File: config.mk
export PLATFORM = sky130hd
export DESIGN_NAME = dlsgd_front
export DESIGN_NICKNAME = d
export VERILOG_FILES = /design/src/sv/dlsgd_pkg.sv /design/src/sv/dlsgd_front.sv
export SDC_FILE = /design/constraint.sdc
export NUM_CORES = 1
export LEC_CHECK = 0
export BUFFER_PORTS_ARGS = -buffer_cell sky130_fd_sc_hd__buf_2
export CORE_MARGIN = 2
export CORE_UTILIZATION = 53
export DETAILED_ROUTE_END_ITERATION = 6
export HOLD_SLACK_MARGIN = 0.02
export PLACE_DENSITY = 0.89
export SLEW_MARGIN = 20
export SYNTH_ARGS = -nofsm -noshare
export SYNTH_HDL_FRONTEND = slang
export SYNTH_SLANG_ARGS = --single-unit
export TNS_END_PERCENT = 10
File: constraint.sdc
create_clock -name clk -period 4.91 [get_ports clk]
set_input_delay 0.982 -clock clk [delete_from_list [all_inputs] [get_ports clk]]
set_output_delay 0.982 -clock clk [all_outputs]
set_load 0.05 [all_outputs]
File: src/sv/dlsgd_pkg.sv
// shared types, constants and helpers for the dense layer sgd weight update core
package dlsgd_pkg;

  localparam int MAX_OUT = 64;
  localparam int MAX_IN = 64;
  localparam int ROW_WORDS = MAX_IN + 1;
  localparam int W_DEPTH = MAX_OUT * ROW_WORDS;
  localparam int W_AW = $clog2(W_DEPTH);
  localparam int X_AW = (MAX_IN > 1) ? $clog2(MAX_IN) : 1;
  localparam int RW = $clog2(MAX_OUT);
  localparam int CW = $clog2(MAX_IN + 1);

  localparam logic [1:0] CMD_WRITE = 2'd0;
  localparam logic [1:0] CMD_LOAD = 2'd1;
  localparam logic [1:0] CMD_GRAD = 2'd2;
  localparam logic [1:0] CMD_READ = 2'd3;

  localparam logic [1:0] REG_OUT_COUNT = 2'd0;
  localparam logic [1:0] REG_IN_COUNT = 2'd1;
  localparam logic [1:0] REG_LEARN_RATE = 2'd2;

  localparam logic signed [63:0] SAT_MAX = 64'sh0000_0000_7fff_ffff;
  localparam logic signed [63:0] SAT_MIN = -64'sh0000_0000_8000_0000;

  typedef struct packed {
    logic [1:0] cmd;
    logic [5:0] row;
    logic [6:0] col;
    logic signed [31:0] value;
  } in_word_t;

  typedef struct packed {
    logic signed [31:0] read_value;
    logic status;
  } out_word_t;

  // classified job handed from front to back
  typedef struct packed {
    logic [1:0] cmd;
    logic err;
    logic [W_AW-1:0] base;
    logic [6:0] col;
    logic [CW-1:0] nin;
    logic signed [31:0] value;
  } job_t;

  function automatic logic signed [31:0] sat32(input logic signed [63:0] x);
    logic signed [31:0] r;
    if (x > SAT_MAX) r = 32'sh7fff_ffff;
    else if (x < SAT_MIN) r = 32'sh8000_0000;
    else r = x[31:0];
    return r;
  endfunction

endpackage

File: src/sv/dlsgd_front.sv
// front end: config registers, range checks and job queue
module dlsgd_front (
  input  logic             clk,
  input  logic             rst_n,
  input  logic             cfg_we,
  input  logic [1:0]       cfg_index,
  input  logic [15:0]      cfg_data,
  input  logic             in_push,
  output logic             in_full,
  input  dlsgd_pkg::in_word_t in_word,
  output logic [15:0]      rate,
  output logic             job_valid,
  output dlsgd_pkg::job_t  job,
  input  logic             job_take
);
  import dlsgd_pkg::*;

  logic [6:0] out_count_r, in_count_r;
  logic [15:0] rate_r;
  job_t q_r [2];
  logic wp_r, rp_r;
  logic [1:0] cnt_r;
  logic [CW-1:0] nout, nin;
  logic err;
  job_t nj;
  logic push_ok;

  assign rate = rate_r;
  assign in_full = (cnt_r == 2'd2);
  assign job_valid = (cnt_r != 2'd0);
  assign job = q_r[rp_r];
  assign push_ok = in_push && !in_full;

  always_comb begin
    nout = (out_count_r > 7'(MAX_OUT)) ? CW'(MAX_OUT) : CW'(out_count_r);
    nin = (in_count_r > 7'(MAX_IN)) ? CW'(MAX_IN) : CW'(in_count_r);
    unique case (in_word.cmd)
      CMD_LOAD: err = ({1'b0, in_word.col} >= 8'(nin));
      CMD_GRAD: err = ({1'b0, in_word.row} >= 7'(nout));
      default:  err = ({1'b0, in_word.row} >= 7'(nout)) ||
                      ({1'b0, in_word.col} > 8'(nin));
    endcase
    nj.cmd = in_word.cmd;
    nj.err = err;
    nj.base = W_AW'(in_word.row[RW-1:0]) * W_AW'(ROW_WORDS);
    nj.col = in_word.col;
    nj.nin = nin;
    nj.value = in_word.value;
  end

  always_ff @(posedge clk) begin
    if (!rst_n) begin
      out_count_r <= 7'd64;
      in_count_r <= 7'd64;
      rate_r <= 16'd655;
      wp_r <= 1'b0;
      rp_r <= 1'b0;
      cnt_r <= 2'd0;
    end else begin
      if (cfg_we) begin
        unique case (cfg_index)
          REG_OUT_COUNT:  out_count_r <= cfg_data[6:0];
          REG_IN_COUNT:   in_count_r <= cfg_data[6:0];
          REG_LEARN_RATE: rate_r <= cfg_data;
          default: ;
        endcase
      end
      if (push_ok) wp_r <= ~wp_r;
      if (job_take) rp_r <= ~rp_r;
      cnt_r <= cnt_r + 2'(push_ok) - 2'(job_take);
    end
  end

  always_ff @(posedge clk) begin
    if (push_ok) q_r[wp_r] <= nj;
  end
endmodule

==> results.toml, run 1 <==
[cts]
cts_sinks = 145
htree_levels = 4
cts-resized-gates = 0
cts_hold_buffers = 0
root_buffer = "clkbuf_8"
post-cts-setup-buffers = 0
clk_pin_slew_ns = 0.06
cts_inserted_buffers = 17
tritoncts = "yes"
clk_path_buf_depth = 2
clk_latency_ns = 0.52

[setup_path]
crit_buf_inv = 2
critical_path_class = "reg -> out"
worstPathRequired_ns = 3.93
worst-path-max-fanout = 32
worst_path_max_delay_cell = "dfxtp_2"
crit_family = "flip-flops"
cp.depth = 3
worst_ep_arrival_time_ns = 2.36
max_stage_delay_ns = 0.71
r2r_cells = 4
regToRegSetupSlack_ns = 2.70
worstPathCellList = "buf_4, mux2_2, buf_2"
cp-start-kind = "flip-flop"
cp-end-kind = "output pin"

[logic_synthesis]
synth_cells = 383
async_flop_share_pct = 0
ys_ff_latch = 145
synth-edff-count = 110
seq_area_frac_synth_pct = 68.2
yosysUniqueCellTypes = 36
ys_top_cells_by_area = "edfxtp_1 56%, dfxtp_1 12%, mux2_2 11%"
synth_area_um2 = 5870
yosysTopAreaCell = "edfxtp_1"
avgSynthCellArea_um2 = 15.3
synth_warnings = 0
yosysTopAreaCellShare_pct = 56.3
syn_nets = 470
ys.flop_type = "edfxtp_1"

[sta]
final.setup.worst_slack_ns = 1.57
skew_ns = 0.00985
rsz0062_at_grt = "no"
drv_slew = 0
timing.fmax_mhz = 299
setup_viol = 0
fin_crit_ns = 3.34
max-slew-margin-rel_pct = 30.3
finalCritPeriodShare_pct = 68.1
setup_tns_ns = 0
whs_ns = 0.462
tightest_slew_ns = 1.04
hold_viol = 0

[global_route]
grt_pass1_wl_um = 16400
grt_pass1_vias = 3532
track_usage_pct = 18.7
grt-ovfl-total = 0
grt_max_degree = 38
antenna_found_initial = 0

[die]
coreArea_um2 = 10800
die_y_um = 109
dieArea_um2 = 11900
die_x_um = 109
num_rows = 38
io_pins = 150
start_util_pct = 54.1

[pwr]
p_sw_mw = 1.14
powerDensity_nw_per_um2 = 500
clockPowerShare_pct = 33.3
p_seq_share_pct = 43.3
vdd.ir_drop.worst_uv = 268
leakagePower_nw = 2.91
swShare_pct = 31.8
pwr-share-comb_pct = 23.4
p_int_mw = 2.45

[detailed_routing]
drt_iter0_drc = 182
vias_per_cell = 5.09
drc_errors = 0
num_vias = 3480
wl_per_cell_um = 15.9
wirelength_um = 10900
firstDrtPassIters = 5
final_antenna_net_count = 0

[layout]
antenna_cells = 0
final_common_cell = "buf_2"
nNetsFinal = 618
mostFrequentLayoutCells = "148 x buf_2, 110 x edfxtp_1, 55 x mux2_2"
area_delta_synth_final_pct = 22.5
drive_above_1_share_pct = 45.0
final_cell_area_um2 = 7190

[placement]
preCtsSetupSlack_ns = 2.09
dp_hpwl_um = 7630
placed_cell_area_um2 = 6630
port_buffers = 148
place.gp.congestion = 0.739

[run_status]
status = "completed"

[hold_path]
hold_path_class = "reg -> reg"
holdPathStages = 2

[flow_run]
cap_violations = 0
## state kept, by name (all words and copies together), names as in the netlist, named ones only
name,cells
wp_r,1
q_r,110
cnt_r,2
rp_r,1
out_count_r,7
in_count_r,7
rate,16
## final timing paths
check,from,end
max,flip-flop,job[29]
min,rate[7]$_SDFFE_PN1P_,rate[7]$_SDFFE_PN1P_
max reg2reg,cnt_r[0]$_SDFF_PN0_,q_r[0][44]$_DFFE_PP_
min reg2reg,rate[7]$_SDFFE_PN1P_,rate[7]$_SDFFE_PN1P_
## cells in the mapped netlist (2+ instances only)
cell	instances
clkbuf_1	4
nand3_1	6
edfxtp_1	110
a21oi_1	4
xnor2_1	3
dfxtp_1	35
nor2b_1	15
and3_1	2
nand4_1	3
buf_6	7
a21boi_2	4
ha_1	17
mux2_2	55
nand2_1	43
buf_4	10
a21boi_0	6
and2_1	5
nand2b_1	6
o21ai_0	5
inv_1	12
mux2i_1	13
nor2_1	4
## tightest hold or removal path, cell delays in order (launching register included)
cell and delay (ns):
dfxtp_1 0.32, nand2_1 0.05, nand3_1 0.06
## through the flow
stage / total power [mW] / utilization, % / instances
CTS: 3.63 / 66.3 / 684
global route: 3.74 / 66.3 / 684
finish: 3.59 / 66.3 / 684
floorplan: 2.25 / - / 383
global placement: 2.41 / 61.1 / 652
detailed placement: 2.43 / 61.1 / 652
## routing by layer
metal	global-route usage, %	share of wire, %	vias to the layer above
met5	0	0	-
met4	6.60	1.3	0
met3	7.29	8.0	14
met2	32.2	50	135
met1	21.1	41	1647
li1	-	-	1684
## cell families after synthesis
kind of cell,after synthesis,synth area share [%]
multiplexers,68,12.8
buffers and inverters,34,3.99
flip-flops,145,68.2
adder cells (fa/ha/maj),17,3.62
other,1,0.0639
AO/OA/AOI/OAI,23,2.88
AND/OR/NAND/NOR,91,7.85
XOR/XNOR,4,0.597
## final cells by class
cell class                      count  area [um2]
Fill cell                         751        3650
Inverter                           12        45.0
Clock buffer                       20         425
Clock inverter                     12         133
Timing Repair Buffer              151         763
Multi-Input combinational cell    204        1640
Tap cell                          140         175
Sequential cell                   145        4010
## power by group through the flow
stage / sequential (mW) / clock [mW] / combinational [mW]
5_1_grt: 1.57 / 1.28 / 0.890
6_report: 1.56 / 1.20 / 0.841
3_3_place_gp: 1.57 / 0 / 0.833
4_1_cts: 1.56 / 1.22 / 0.849
3_5_place_dp: 1.58 / 0 / 0.846
2_1_floorplan: 1.59 / 0 / 0.662
(Power assumes the default switching activity.)
==> run 2: changes to the inputs <==
- clock period: 4.91 -> 3.15 ns (I/O delays scaled with it)
==> results.toml, run 2 (same netlist as run 1, synthesis figures left out) <==
[run_status]
status = "completed"

[detailed_routing]
final_antenna_net_count = 0
drt_iter0_drc = 140
drc_errors = 0
wl_per_cell_um = 16.2
num_vias = 3476
vias_per_cell = 5.07
wirelength_um = 11100
firstDrtPassIters = 5

[setup_path]
cp-end-kind = "output pin"
worstPathRequired_ns = 2.52
worst_ep_arrival_time_ns = 2.09
critical_path_class = "reg -> out"
worst-path-max-fanout = 36
r2r_cells = 6
reg2reg_from = "out_count_r[6]$_SDFFE_PN1P_"
regToRegSetupSlack_ns = 1.30
rr_endpoint = "q_r[0][59]$_DFFE_PP_"
cp-start-kind = "flip-flop"

[cts]
cts_sinks = 145
post-cts-setup-buffers = 0
clk_pin_slew_ns = 0.06
cts_inserted_buffers = 17
cts-resized-gates = 0
root_buffer = "clkbuf_8"
clk_latency_ns = 0.52
htree_levels = 4
cts_hold_buffers = 0
clk_path_buf_depth = 2
tritoncts = "yes"

[sta]
rsz0062_at_grt = "no"
fin_crit_ns = 2.72
drv_slew = 0
timing.fmax_mhz = 368
max-slew-margin-rel_pct = 48.7
whs_ns = 0.306
finalCritPeriodShare_pct = 86.3
hold_viol = 0
tightest_slew_ns = 0.767
setup_tns_ns = 0
setup_viol = 0
skew_ns = 0.0113

[layout]
area_delta_synth_final_pct = 22.4
nNetsFinal = 619
drive_above_1_share_pct = 45.1
final_common_cell = "buf_2"
fillers = 768
mostFrequentLayoutCells = "148 x buf_2, 110 x edfxtp_1, 55 x mux2_2"
fin_util_pct = 66.3
top_register = "q_r"
largest_register_ffs = 110
antenna_cells = 0

[flow_run]
cap_violations = 0

[global_route]
grt_max_degree = 56
grt_pass1_vias = 3460
grt_pass1_wl_um = 16800
track_usage_pct = 19.1
grt-ovfl-total = 0
antenna_found_initial = 0

[placement]
dp_hpwl_um = 7600
port_buffers = 148
place.gp.congestion = 0.750

[hold_path]
hold_path_class = "in -> reg"
min_to = "q_r[0][11]$_DFFE_PP_"
min_from = "in_word[11]"
holdPathStages = 1

[die]
dieArea_um2 = 11900
die_y_um = 109
io_pins = 150
coreArea_um2 = 10800
die_x_um = 109
num_rows = 38
start_util_pct = 54.1

[pwr]
p_total_mw = 5.53
vdd.ir_drop.worst_uv = 392
leakagePower_nw = 2.90
powerDensity_nw_per_um2 = 770
[run 2: how the worst max path moves through the flow]
stage                               end      start  slack (ns)  cells past startpoint
floorplan           q_r[0][0]$_DFFE_PP_    in_push        0.57                      2
global placement                 job[2]  flip-flop        1.01                      3
detailed placement              job[43]  flip-flop        0.96                      3
CTS                             job[43]  flip-flop        0.39                      3
global route                    job[43]  flip-flop        0.33                      3
finish                          job[30]  flip-flop        0.43                      3
[run 2: report_power, final]
| part | internal, mW | leakage, nW | switching [mW] | total [mW] |
|---|---|---|---|---|
| combinational | 0.350 | 1.33 | 0.967 | 1.32 |
| clock | 1.05 | 0.250 | 0.737 | 1.78 |
| sequential | 2.35 | 1.32 | 0.0782 | 2.43 |
| total | 3.75 | 2.90 | 1.78 | 5.53 |
[run 2: cell type report]
cell class                      instances  area [um2]  share of cell area [%]
Tap cell                              140         175                    2.44
Sequential cell                       145        4010                    55.8
Clock buffer                           20         425                    5.92
Inverter                               12        45.0                   0.627
Multi-Input combinational cell        204        1640                    22.8
Clock inverter                         12         109                    1.52
Timing Repair Buffer                  152         783                    10.9
[run 2: critical path: stages (launching register included)]
cell	delay [ns]
dfxtp_2	0.66
buf_12	0.28
mux2_2	0.38
buf_2	0.21
[run 2: per-stage QoR]
stage	cells	instance area (um2)	worst slack [ns]
6_report	685	7180	0.430
5_1_grt	685	7180	0.325
4_1_cts	685	7180	0.389
3_5_place_dp	653	6650	0.957
3_3_place_gp	653	6650	1.01
2_1_floorplan	383	5870	0.571
[run 2: per-layer routing]
| metal | vias to the layer above | share of wire, % | global-route usage, % | wire length (um) |
|---|---|---|---|---|
| met4 | 0 | 1.3 | 8.32 | 143 |
| met1 | 1652 | 41 | 22.6 | 4580 |
| met2 | 132 | 50 | 32.1 | 5560 |
| met5 | - | 0 | 0 | 0 |
| met3 | 13 | 7.2 | 6.16 | 795 |
| li1 | 1679 | - | - | - |
